===== src/prt_pkg.sv =====
// shared types and constants of the pending request retry table
// no dependencies
package prt_pkg;

    // input command codes
    typedef enum logic [1:0] {
        CMD_OPEN     = 2'd0,
        CMD_RESPONSE = 2'd1,
        CMD_TICK     = 2'd2
    } t_cmd;

    // result kinds
    typedef enum logic [2:0] {
        KIND_OPENED    = 3'd0,
        KIND_FULL      = 3'd1,
        KIND_MATCHED   = 3'd2,
        KIND_UNMATCHED = 3'd3,
        KIND_RESEND    = 3'd4,
        KIND_TIMED_OUT = 3'd5
    } t_kind;

    // sequencer states
    typedef enum logic [2:0] {
        ST_IDLE,
        ST_OPEN_SCAN,
        ST_RESP_READ,
        ST_RESP_CHECK,
        ST_TICK_READ,
        ST_TICK_EVAL,
        ST_FLUSH
    } t_state;

    // configuration port decode: register select is paddr bit 2
    localparam int   PADDR_W     = 3;
    localparam int   PDATA_W     = 32;
    localparam logic REG_TIMEOUT = 1'b0;
    localparam logic REG_RETRY   = 1'b1;

    localparam logic [7:0] TIMEOUT_RESET = 8'd3;
    localparam logic [7:0] RETRY_RESET   = 8'd3;

    // one table entry as stored in the ram
    typedef struct packed {
        logic [15:0] handler_tag;
        logic [15:0] remote_addr;
        logic [15:0] local_addr;
        logic [8:0]  time_left;
        logic [7:0]  retries_left;
    } t_entry;

    // verdict of the entry update unit
    typedef struct packed {
        logic  emit;
        t_kind kind;
        logic  release_entry;
        logic  write_back;
    } t_eval;

    // one result transaction
    typedef struct packed {
        t_kind       kind;
        logic [7:0]  result_id;
        logic [15:0] result_handler;
        logic [15:0] result_remote;
        logic [15:0] result_local;
    } t_result;

endpackage


===== src/prt_ram.sv =====
// generic single-write, single-read ram with registered read data
// no dependencies
module prt_ram #(
    parameter int WIDTH = 8,
    parameter int DEPTH = 32,
    parameter int AW    = 5
) (
    input  logic             i_clk,
    input  logic             i_we,
    input  logic [AW-1:0]    i_waddr,
    input  logic [WIDTH-1:0] i_wdata,
    input  logic             i_re,
    input  logic [AW-1:0]    i_raddr,
    output logic [WIDTH-1:0] o_rdata
);

    logic [WIDTH-1:0] r_mem [DEPTH];
    logic [WIDTH-1:0] r_rdata;

    // write port
    always_ff @(posedge i_clk) begin
        if (i_we) begin
            r_mem[i_waddr] <= i_wdata;
        end
    end

    // read port, data held until the next read
    always_ff @(posedge i_clk) begin
        if (i_re) begin
            r_rdata <= r_mem[i_raddr];
        end
    end

    assign o_rdata = r_rdata;

endmodule


===== src/prt_upd.sv =====
// shared entry update unit: response match and tick countdown/retry step
// depends on prt_pkg
module prt_upd import prt_pkg::*; (
    input  logic        i_tick,
    input  t_entry      i_entry,
    input  logic [15:0] i_rx_remote,
    input  logic [15:0] i_rx_local,
    input  logic [7:0]  i_timeout,
    output t_eval       o_eval,
    output t_entry      o_entry
);

    logic addr_match;

    assign addr_match = (i_entry.remote_addr == i_rx_remote) &&
                        (i_entry.local_addr == i_rx_local);

    always_comb begin
        o_eval  = '{emit: 1'b0, kind: KIND_UNMATCHED, release_entry: 1'b0,
                    write_back: 1'b0};
        o_entry = i_entry;
        if (!i_tick) begin
            // response: free the entry only if both endpoints match
            o_eval.emit          = 1'b1;
            o_eval.kind          = addr_match ? KIND_MATCHED : KIND_UNMATCHED;
            o_eval.release_entry = addr_match;
        end else if (i_entry.time_left != 9'd0) begin
            // countdown still running
            o_eval.write_back = 1'b1;
            o_entry.time_left = i_entry.time_left - 9'd1;
        end else if (i_entry.retries_left > 8'd1) begin
            // underflow with budget left: reload and resend
            o_eval.emit          = 1'b1;
            o_eval.kind          = KIND_RESEND;
            o_eval.write_back    = 1'b1;
            o_entry.retries_left = i_entry.retries_left - 8'd1;
            o_entry.time_left    = {1'b0, i_timeout};
        end else begin
            // underflow with budget spent: give up
            o_eval.emit          = 1'b1;
            o_eval.kind          = KIND_TIMED_OUT;
            o_eval.release_entry = 1'b1;
        end
    end

endmodule


===== src/prt_ctrl.sv =====
// sequencer: valid bits, entry walk, result staging and output register
// depends on prt_pkg; drives prt_ram and prt_upd through the top level
module prt_ctrl import prt_pkg::*; #(
    parameter int TABLE_DEPTH = 32,
    parameter int IDX_W       = (TABLE_DEPTH > 1) ? $clog2(TABLE_DEPTH) : 1
) (
    input  logic             i_clk,
    input  logic             i_rst_n,
    // request channel
    input  logic             i_valid,
    output logic             o_stall,
    input  logic [1:0]       i_command,
    input  logic [7:0]       i_invoke_id,
    input  logic [15:0]      i_remote_addr,
    input  logic [15:0]      i_local_addr,
    input  logic [15:0]      i_handler_tag,
    // configuration
    input  logic [7:0]       i_timeout,
    input  logic [7:0]       i_retry,
    // entry ram
    output logic             o_ram_we,
    output logic [IDX_W-1:0] o_ram_waddr,
    output t_entry           o_ram_wdata,
    output logic             o_ram_re,
    output logic [IDX_W-1:0] o_ram_raddr,
    input  t_entry           i_ram_rdata,
    // update unit
    output logic             o_upd_tick,
    output logic [15:0]      o_rx_remote,
    output logic [15:0]      o_rx_local,
    input  t_eval            i_eval,
    input  t_entry           i_upd_entry,
    // result channel
    output logic             o_valid,
    input  logic             i_stall,
    output t_result          o_result,
    output logic             o_last
);

    localparam logic [IDX_W-1:0] LAST_IDX = IDX_W'(TABLE_DEPTH - 1);

    t_state                 r_state, n_state;
    logic [IDX_W-1:0]       r_idx, n_idx;
    logic [1:0]             r_cmd, n_cmd;
    logic [7:0]             r_id, n_id;
    logic [15:0]            r_remote, n_remote;
    logic [15:0]            r_local, n_local;
    logic [15:0]            r_tag, n_tag;
    logic [TABLE_DEPTH-1:0] r_valid, n_valid;
    logic                   r_pend_valid, n_pend_valid;
    t_result                r_pend, n_pend;
    logic                   r_out_valid, n_out_valid;
    t_result                r_out, n_out;
    logic                   r_out_last, n_out_last;

    logic             slot_free;
    logic             id_in_range;
    logic [IDX_W-1:0] rx_idx;

    assign slot_free   = !r_out_valid || !i_stall;
    assign id_in_range = {1'b0, r_id} < 9'(TABLE_DEPTH);
    assign rx_idx      = r_id[IDX_W-1:0];

    // state and control registers
    always_ff @(posedge i_clk) begin
        if (!i_rst_n) begin
            r_state      <= ST_IDLE;
            r_valid      <= '0;
            r_pend_valid <= 1'b0;
            r_out_valid  <= 1'b0;
        end else begin
            r_state      <= n_state;
            r_valid      <= n_valid;
            r_pend_valid <= n_pend_valid;
            r_out_valid  <= n_out_valid;
        end
    end

    // payload registers
    always_ff @(posedge i_clk) begin
        r_idx      <= n_idx;
        r_cmd      <= n_cmd;
        r_id       <= n_id;
        r_remote   <= n_remote;
        r_local    <= n_local;
        r_tag      <= n_tag;
        r_pend     <= n_pend;
        r_out      <= n_out;
        r_out_last <= n_out_last;
    end

    // next state and datapath control
    always_comb begin
        n_state      = r_state;
        n_idx        = r_idx;
        n_cmd        = r_cmd;
        n_id         = r_id;
        n_remote     = r_remote;
        n_local      = r_local;
        n_tag        = r_tag;
        n_valid      = r_valid;
        n_pend_valid = r_pend_valid;
        n_pend       = r_pend;
        n_out        = r_out;
        n_out_last   = r_out_last;
        n_out_valid  = r_out_valid && i_stall;

        o_ram_we    = 1'b0;
        o_ram_waddr = r_idx;
        o_ram_wdata = i_upd_entry;
        o_ram_re    = 1'b0;
        o_ram_raddr = r_idx;

        case (r_state)
            ST_IDLE: begin
                if (i_valid) begin
                    n_cmd    = i_command;
                    n_id     = i_invoke_id;
                    n_remote = i_remote_addr;
                    n_local  = i_local_addr;
                    n_tag    = i_handler_tag;
                    n_idx    = '0;
                    case (i_command)
                        CMD_OPEN:     n_state = ST_OPEN_SCAN;
                        CMD_RESPONSE: n_state = ST_RESP_READ;
                        CMD_TICK:     n_state = ST_TICK_READ;
                        default:      n_state = ST_IDLE;
                    endcase
                end
            end

            // walk to the lowest free id
            ST_OPEN_SCAN: begin
                if (!r_valid[r_idx]) begin
                    o_ram_we     = 1'b1;
                    o_ram_wdata  = '{handler_tag: r_tag, remote_addr: r_remote,
                                     local_addr: r_local,
                                     time_left: {1'b0, i_timeout},
                                     retries_left: i_retry};
                    n_valid[r_idx] = 1'b1;
                    n_pend       = '{kind: KIND_OPENED, result_id: 8'(r_idx),
                                     default: '0};
                    n_pend_valid = 1'b1;
                    n_state      = ST_FLUSH;
                end else if (r_idx == LAST_IDX) begin
                    n_pend       = '{kind: KIND_FULL, default: '0};
                    n_pend_valid = 1'b1;
                    n_state      = ST_FLUSH;
                end else begin
                    n_idx = r_idx + IDX_W'(1);
                end
            end

            // fetch the addressed entry if it can match at all
            ST_RESP_READ: begin
                if (id_in_range && r_valid[rx_idx]) begin
                    o_ram_re    = 1'b1;
                    o_ram_raddr = rx_idx;
                    n_state     = ST_RESP_CHECK;
                end else begin
                    n_pend       = '{kind: KIND_UNMATCHED, result_id: r_id,
                                     default: '0};
                    n_pend_valid = 1'b1;
                    n_state      = ST_FLUSH;
                end
            end

            ST_RESP_CHECK: begin
                n_pend = '{kind: i_eval.kind, result_id: r_id, default: '0};
                if (i_eval.release_entry) begin
                    n_pend.result_handler = i_ram_rdata.handler_tag;
                    n_valid[rx_idx]       = 1'b0;
                end
                n_pend_valid = 1'b1;
                n_state      = ST_FLUSH;
            end

            // tick: skip free entries, fetch valid ones
            ST_TICK_READ: begin
                if (r_valid[r_idx]) begin
                    o_ram_re = 1'b1;
                    n_state  = ST_TICK_EVAL;
                end else if (r_idx == LAST_IDX) begin
                    n_state = ST_FLUSH;
                end else begin
                    n_idx = r_idx + IDX_W'(1);
                end
            end

            // tick: apply the update, stage any result behind the previous one
            ST_TICK_EVAL: begin
                if (!i_eval.emit || !r_pend_valid || slot_free) begin
                    o_ram_we = i_eval.write_back;
                    if (i_eval.release_entry) begin
                        n_valid[r_idx] = 1'b0;
                    end
                    if (i_eval.emit) begin
                        if (r_pend_valid) begin
                            n_out       = r_pend;
                            n_out_last  = 1'b0;
                            n_out_valid = 1'b1;
                        end
                        n_pend       = '{kind: i_eval.kind, result_id: 8'(r_idx),
                                         result_handler: i_ram_rdata.handler_tag,
                                         result_remote: i_ram_rdata.remote_addr,
                                         result_local: i_ram_rdata.local_addr};
                        n_pend_valid = 1'b1;
                    end
                    if (r_idx == LAST_IDX) begin
                        n_state = ST_FLUSH;
                    end else begin
                        n_idx   = r_idx + IDX_W'(1);
                        n_state = ST_TICK_READ;
                    end
                end
            end

            // hand the final staged result over with last set
            ST_FLUSH: begin
                if (!r_pend_valid) begin
                    n_state = ST_IDLE;
                end else if (slot_free) begin
                    n_out        = r_pend;
                    n_out_last   = 1'b1;
                    n_out_valid  = 1'b1;
                    n_pend_valid = 1'b0;
                    n_state      = ST_IDLE;
                end
            end

            default: begin
                n_state = ST_IDLE;
            end
        endcase
    end

    assign o_stall     = (r_state != ST_IDLE);
    assign o_upd_tick  = (r_state == ST_TICK_EVAL);
    assign o_rx_remote = r_remote;
    assign o_rx_local  = r_local;
    assign o_valid     = r_out_valid;
    assign o_result    = r_out;
    assign o_last      = r_out_last;

endmodule


===== src/pending_request_retry_table_top.sv =====
// top level of the pending request retry table
// depends on prt_pkg, prt_ram, prt_upd, prt_ctrl
//
// Client-side table of outstanding confirmed requests, indexed by invoke id.
// Request channel (i_valid / o_stall): command 0 opens a request at the lowest
// free id, 1 delivers a response (id + both endpoints), 2 is a timer tick,
// 3 is a no-op. Result channel (o_valid / i_stall): one transaction per
// result, o_last marks the final result of a request.
// Sequencing: the block takes one request at a time. An open scans one id per
// cycle; a response reads and checks the addressed entry when it is valid; a
// tick skips each free id and reads, then evaluates, each valid id (single
// entry-ram port feeding the shared update unit). Results pass through a staging
// register into the output register.
// Reset clears all valid bits and sets both registers to 3; the block is ready
// right after reset. When the receiver stalls, the output register holds and
// the sequencer waits once a second result is staged behind it.
// Registers: 0x0 timeout_ticks, 0x4 retry_limit (bits 7:0).
module pending_request_retry_table_top import prt_pkg::*; #(
    parameter int TABLE_DEPTH = 32
) (
    input  logic               i_clk,
    input  logic               i_rst_n,
    // request channel
    input  logic               i_valid,
    output logic               o_stall,
    input  logic [1:0]         i_command,
    input  logic [7:0]         i_invoke_id,
    input  logic [15:0]        i_remote_addr,
    input  logic [15:0]        i_local_addr,
    input  logic [15:0]        i_handler_tag,
    // result channel
    output logic               o_valid,
    input  logic               i_stall,
    output logic [2:0]         o_kind,
    output logic [7:0]         o_result_id,
    output logic [15:0]        o_result_handler,
    output logic [15:0]        o_result_remote,
    output logic [15:0]        o_result_local,
    output logic               o_last,
    // configuration port
    input  logic               psel,
    input  logic               penable,
    input  logic               pwrite,
    input  logic [PADDR_W-1:0] paddr,
    input  logic [PDATA_W-1:0] pwdata,
    output logic [PDATA_W-1:0] prdata,
    output logic               pready
);

    localparam int IDX_W = (TABLE_DEPTH > 1) ? $clog2(TABLE_DEPTH) : 1;

    logic [7:0]       r_timeout;
    logic [7:0]       r_retry;
    logic             cfg_write;

    logic             ram_we;
    logic [IDX_W-1:0] ram_waddr;
    t_entry           ram_wdata;
    logic             ram_re;
    logic [IDX_W-1:0] ram_raddr;
    t_entry           ram_rdata;

    logic             upd_tick;
    logic [15:0]      rx_remote;
    logic [15:0]      rx_local;
    t_eval            eval;
    t_entry           upd_entry;
    t_result          result;

    // configuration registers
    assign pready    = 1'b1;
    assign cfg_write = psel && penable && pwrite && pready;

    always_ff @(posedge i_clk) begin
        if (!i_rst_n) begin
            r_timeout <= TIMEOUT_RESET;
            r_retry   <= RETRY_RESET;
        end else if (cfg_write) begin
            if (paddr[2] == REG_RETRY) begin
                r_retry <= pwdata[7:0];
            end else begin
                r_timeout <= pwdata[7:0];
            end
        end
    end

    // register read back
    assign prdata = (paddr[2] == REG_TIMEOUT) ? {24'd0, r_timeout} : {24'd0, r_retry};

    // entry storage
    prt_ram #(
        .WIDTH ($bits(t_entry)),
        .DEPTH (TABLE_DEPTH),
        .AW    (IDX_W)
    ) u_ram (
        .i_clk   (i_clk),
        .i_we    (ram_we),
        .i_waddr (ram_waddr),
        .i_wdata (ram_wdata),
        .i_re    (ram_re),
        .i_raddr (ram_raddr),
        .o_rdata (ram_rdata)
    );

    // shared update unit
    prt_upd u_upd (
        .i_tick      (upd_tick),
        .i_entry     (ram_rdata),
        .i_rx_remote (rx_remote),
        .i_rx_local  (rx_local),
        .i_timeout   (r_timeout),
        .o_eval      (eval),
        .o_entry     (upd_entry)
    );

    // sequencer
    prt_ctrl #(
        .TABLE_DEPTH (TABLE_DEPTH),
        .IDX_W       (IDX_W)
    ) u_ctrl (
        .i_clk         (i_clk),
        .i_rst_n       (i_rst_n),
        .i_valid       (i_valid),
        .o_stall       (o_stall),
        .i_command     (i_command),
        .i_invoke_id   (i_invoke_id),
        .i_remote_addr (i_remote_addr),
        .i_local_addr  (i_local_addr),
        .i_handler_tag (i_handler_tag),
        .i_timeout     (r_timeout),
        .i_retry       (r_retry),
        .o_ram_we      (ram_we),
        .o_ram_waddr   (ram_waddr),
        .o_ram_wdata   (ram_wdata),
        .o_ram_re      (ram_re),
        .o_ram_raddr   (ram_raddr),
        .i_ram_rdata   (ram_rdata),
        .o_upd_tick    (upd_tick),
        .o_rx_remote   (rx_remote),
        .o_rx_local    (rx_local),
        .i_eval        (eval),
        .i_upd_entry   (upd_entry),
        .o_valid       (o_valid),
        .i_stall       (i_stall),
        .o_result      (result),
        .o_last        (o_last)
    );

    // result fields
    assign o_kind           = result.kind;
    assign o_result_id      = result.result_id;
    assign o_result_handler = result.result_handler;
    assign o_result_remote  = result.result_remote;
    assign o_result_local   = result.result_local;

endmodule


===== config.mk =====
export PLATFORM = sky130hd
export DESIGN_NAME = pending_request_retry_table_top
export DESIGN_NICKNAME = d
export VERILOG_FILES = /design/src/prt_pkg.sv /design/src/prt_ram.sv /design/src/prt_upd.sv /design/src/prt_ctrl.sv /design/src/pending_request_retry_table_top.sv
export SDC_FILE = /design/constraint.sdc
export NUM_CORES = 2
export LEC_CHECK = 0
export BUFFER_PORTS_ARGS = -buffer_cell sky130_fd_sc_hd__buf_2
export CORE_MARGIN = 4
export CORE_UTILIZATION = 60
export DETAILED_ROUTE_END_ITERATION = 12
export GPL_ROUTABILITY_DRIVEN = 0
export GPL_TIMING_DRIVEN = 0
export PLACE_DENSITY_LB_ADDON = 0.1
export SYNTH_ARGS = -nofsm -noshare
export SYNTH_HDL_FRONTEND = slang
export SYNTH_SLANG_ARGS = --single-unit

===== constraint.sdc =====
create_clock -name i_clk -period 26.6 [get_ports i_clk]
set_clock_uncertainty 0.15 [all_clocks]
set_input_delay 7.98 -clock i_clk [delete_from_list [all_inputs] [get_ports i_clk]]
set_output_delay 7.98 -clock i_clk [all_outputs]
set_load 0.005 [all_outputs]

==> impl_metrics.py <==
metrics = {
    "logic_synthesis": {
        "synth-main-ff-cell": "edfxtp_1",
        "synth_top_family_by_area": "compound AO/OA/AOI/OAI gates",
        "synth_cell_type_count": 82,
        "mappedNetlistArea_um2": 94200,
        "syn_area_per_cell_um2": 16.2,
        "synth_xor_area_share_pct": 0.390,
        "synthTopCellsByArea": "edfxtp_1 (74%), mux2i_1 (5.3%), nand2_1 (2.9%)",
        "yosysSeqAreaShare_pct": 75.2,
        "synth_edf_count": 2325,
        "synth_async_sr_flop_share_pct": 0,
        "muxShareOfSynthArea_pct": 7.76,
        "syn_inst": 5809,
        "netlist.area_leader.share_pct": 74.1,
        "synth_seq_cells": 2378,
        "synth_fa_ha_area_share_pct": 0.106,
        "synth-simple-area-share_pct": 5.80,
        "synth_compound_area_share_pct": 8.68,
        "synth_top_area_cell": "edfxtp_1",
        "ys.warnings.count": 0,
    },
    "layout": {
        "finish.utilization_pct": 69.5,
        "areaGrowthSynthToFinish_pct": 15.2,
        "layout.nets": 6590,
        "num-fill-cells": 10100,
        "final_cells": 8746,
        "drive_above_1_share_pct": 18.3,
    },
    "timing": {
        "worst_pin_slew_ps": 1490,
        "setup_viol": 0,
        "fmax_mhz": 58.1,
        "fin_tns_setup_ps": 0,
        "final-hold-violation-count": 0,
        "fin_crit_ps": 17220,
        "maxSlewViolCount": 0,
        "rsz0062_at_grt": "no",
        "finalCritPeriodShare_pct": 64.7,
        "whs_ps": 263,
        "slew_headroom_pct": 0.517,
    },
    "job": {
        "cap_violations": 1,
    },
    "pwr": {
        "switching_share_pct": 28.6,
        "leakagePower_nw": 37.0,
        "ir_drop_v": 0.0000845,
        "clkPwrFrac_pct": 34.8,
        "power_mw": 9.15,
        "power_density_nw_per_um2": 84.3,
        "switching_power_mw": 2.62,
        "p_int_mw": 6.53,
        "power_frac_seq_pct": 46.0,
        "share_comb_of_total_power_pct": 19.2,
    },
    "critical_path": {
        "rr_worst_depth": 9,
        "cp.arrival_ps": 9090,
        "crit_top_cell": "buf_2",
        "required_ps": 18470,
        "cp_max_fo": 10,
        "cp_slowest_stage_delay_ps": 440,
        "startpoint_type": "primary input",
        "cp-startpoint": "paddr[2]",
        "slowest_stage": "mux2_2",
        "cp_cell_sequence": "buf_2 -> clkbuf_1 -> mux2_2 -> buf_2",
        "cp-end-kind": "output pin",
        "path_class": "primary input to output pin",
        "r2r_start": "u_ctrl.o_ram_waddr[1]$_SDFFCE_PN0P_",
    },
    "cts": {
        "numCtsBuffers": 224,
        "clock_sinks": 2378,
        "htreeDepth": 4,
        "cts_setup_buffers": 0,
        "path_clk_slew_ps": 70,
        "holdBufCountCts": 0,
        "cts_buffer_depth": 3,
        "clkLatencyLatePin_ps": 870,
        "ctsResizeCount": 0,
        "cts_tree": "built",
        "root_buffer": "clkbuf_16",
    },
    "drt": {
        "routed-wl-met2_um": 127000,
        "num_vias": 58500,
        "viasPerCell": 6.69,
        "wl_met3_um": 32900,
        "drc": 2,
        "wl_met1_um": 105000,
        "ant_nets": 0,
        "top_layer": "met5",
        "totalWireLength_um": 279000,
        "drtIter0Drc": 9519,
        "drt-pass1-iter-count": 12,
        "wl_per_cell_um": 31.9,
    },
    "grt": {
        "grt_max_degree": 39,
        "grt_use_total_pct": 33.8,
        "antenna_found_initial": 18,
        "grt_pass1_vias": 55700,
        "grt_pass1_wl_um": 395000,
        "grt_overflow": 0,
    },
    "min_path": {
        "hold_path_depth": 0,
        "hold_class": "flop to flop",
        "min_from": "u_ctrl.r_pend[22]$_DFFE_PP_",
    },
    "floorplanning": {
        "die_area_um2": 163000,
        "initial_utilization_pct": 60.3,
        "pin_count": 195,
        "rows": 145,
        "dieWidth_um": 404,
        "fp.dieH_um": 404,
        "core_um2": 156000,
    },
    "run_status": {
        "violations": "DRC, capacitance limit",
        "status": "finished, violations left",
    },
    "placement": {
        "io_buffers": 143,
        "place_hpwl_um": 195000,
        "dp_cells": 8314,
    },
}
## metal layers
layer,GRT usage (%),up-vias
li1,-,24400
met2,52.0,3933
met5,0,-
met1,46.9,29500
met4,14.6,20
met3,7.94,706
## metrics by stage
stage | area, um^2 | setup slack [ps]
5_1_grt | 109000 | 9340
3_5_place_dp | 101000 | 9390
3_3_place_gp | 97600 | 5660
6_report | 109000 | 9380
4_1_cts | 109000 | 9390
2_1_floorplan | 94300 | 9810
## critical path: cells and delay by family
family	cells	cell delay, ps
buffers and inverters	3	660
muxes	1	440
## power by group through the flow
stage               clock network, mW  logic (mW)  registers (mW)
floorplan                           0        1.03            4.27
global placement                    0        1.66            4.30
detailed placement                  0        1.71            4.28
CTS                              3.20        1.72            4.20
global route                     3.36        1.83            4.20
finish                           3.19        1.76            4.20
## kinds of logic (layout without fill, tap and decap cells)
kind of cell	Yosys count	count (layout)
AND/OR/NAND/NOR	1200	1200
multiplexers	634	634
XOR/XNOR	42	42
buffers and inverters	417	1263
flip-flops	2378	2378
adder cells (fa/ha/maj)	8	8
other	2	35
AO/OA/AOI/OAI	1128	1128
## sequential cells by signal, summed over array words and instances, names as in the netlist
signal / cells
u_ctrl.o_result: 59
r_timeout: 8
u_ctrl.r_pend_valid: 1
u_ctrl.r_tag: 16
r_retry: 8
u_ctrl.o_last: 1
u_ctrl.o_ram_waddr: 5
u_ctrl.o_valid: 1
u_ctrl.r_state: 3
u_ctrl.o_rx_remote: 16
u_ctrl.r_pend: 59
u_ctrl.o_rx_local: 16
u_ram.o_rdata: 65
u_ctrl.r_valid: 32
u_ram.r_mem: 2080
u_ctrl.r_id: 8
## layout make-up
class	instances	area, um^2	area share (%)
Clock inverter	151	1450	1.34
Multi-Input combinational cell	3037	21800	20.1
Inverter	13	48.8	0.0449
Antenna cell	10	25.0	0.0230
Tap cell	2058	2570	2.37
Clock buffer	271	5830	5.37
Buffer	404	1860	1.71
Sequential cell	2378	70900	65.3
Timing Repair Buffer	424	4070	3.75
## cells in the mapped netlist (81+ instances only)
library cell / n
a22oi_1: 81
nand2_1: 740
nand3_1: 81
o21ai_0: 141
a211oi_1: 86
edfxtp_1: 2325
clkbuf_1: 203
buf_2: 137
mux2i_1: 502
a21oi_1: 195
a221oi_1: 118
and3_1: 107
## placed cells by master, fill, tap and decap left out, drive strengths merged, types with 52 or more instances in the layout
cell type	instances
o21a	53
nand2	742
nor3	58
edfxtp	2325
clkbuf	474
a22oi	81
mux2	61
o221a	60
buf	625
nand3	81
mux4	71
mux2i	502
nor2	64
clkinv	108
a221oi	118
o22ai	62
dfxtp	53
a21oi	196
a211oi	87
o21ai	172
and3	107
a31o	52
o211ai	52
## worst paths after layout
check | to | slack [ps]
setup / recovery | prdata[0] | 9380
hold reg to reg | u_ctrl.o_result[22]$_DFFE_PP_ | 260
hold / removal | u_ctrl.o_result[22]$_DFFE_PP_ | 260
setup reg to reg | u_ram.r_mem[20][20]$_DFFE_PP_ | 19910
Power figures use the tool's default switching activity.
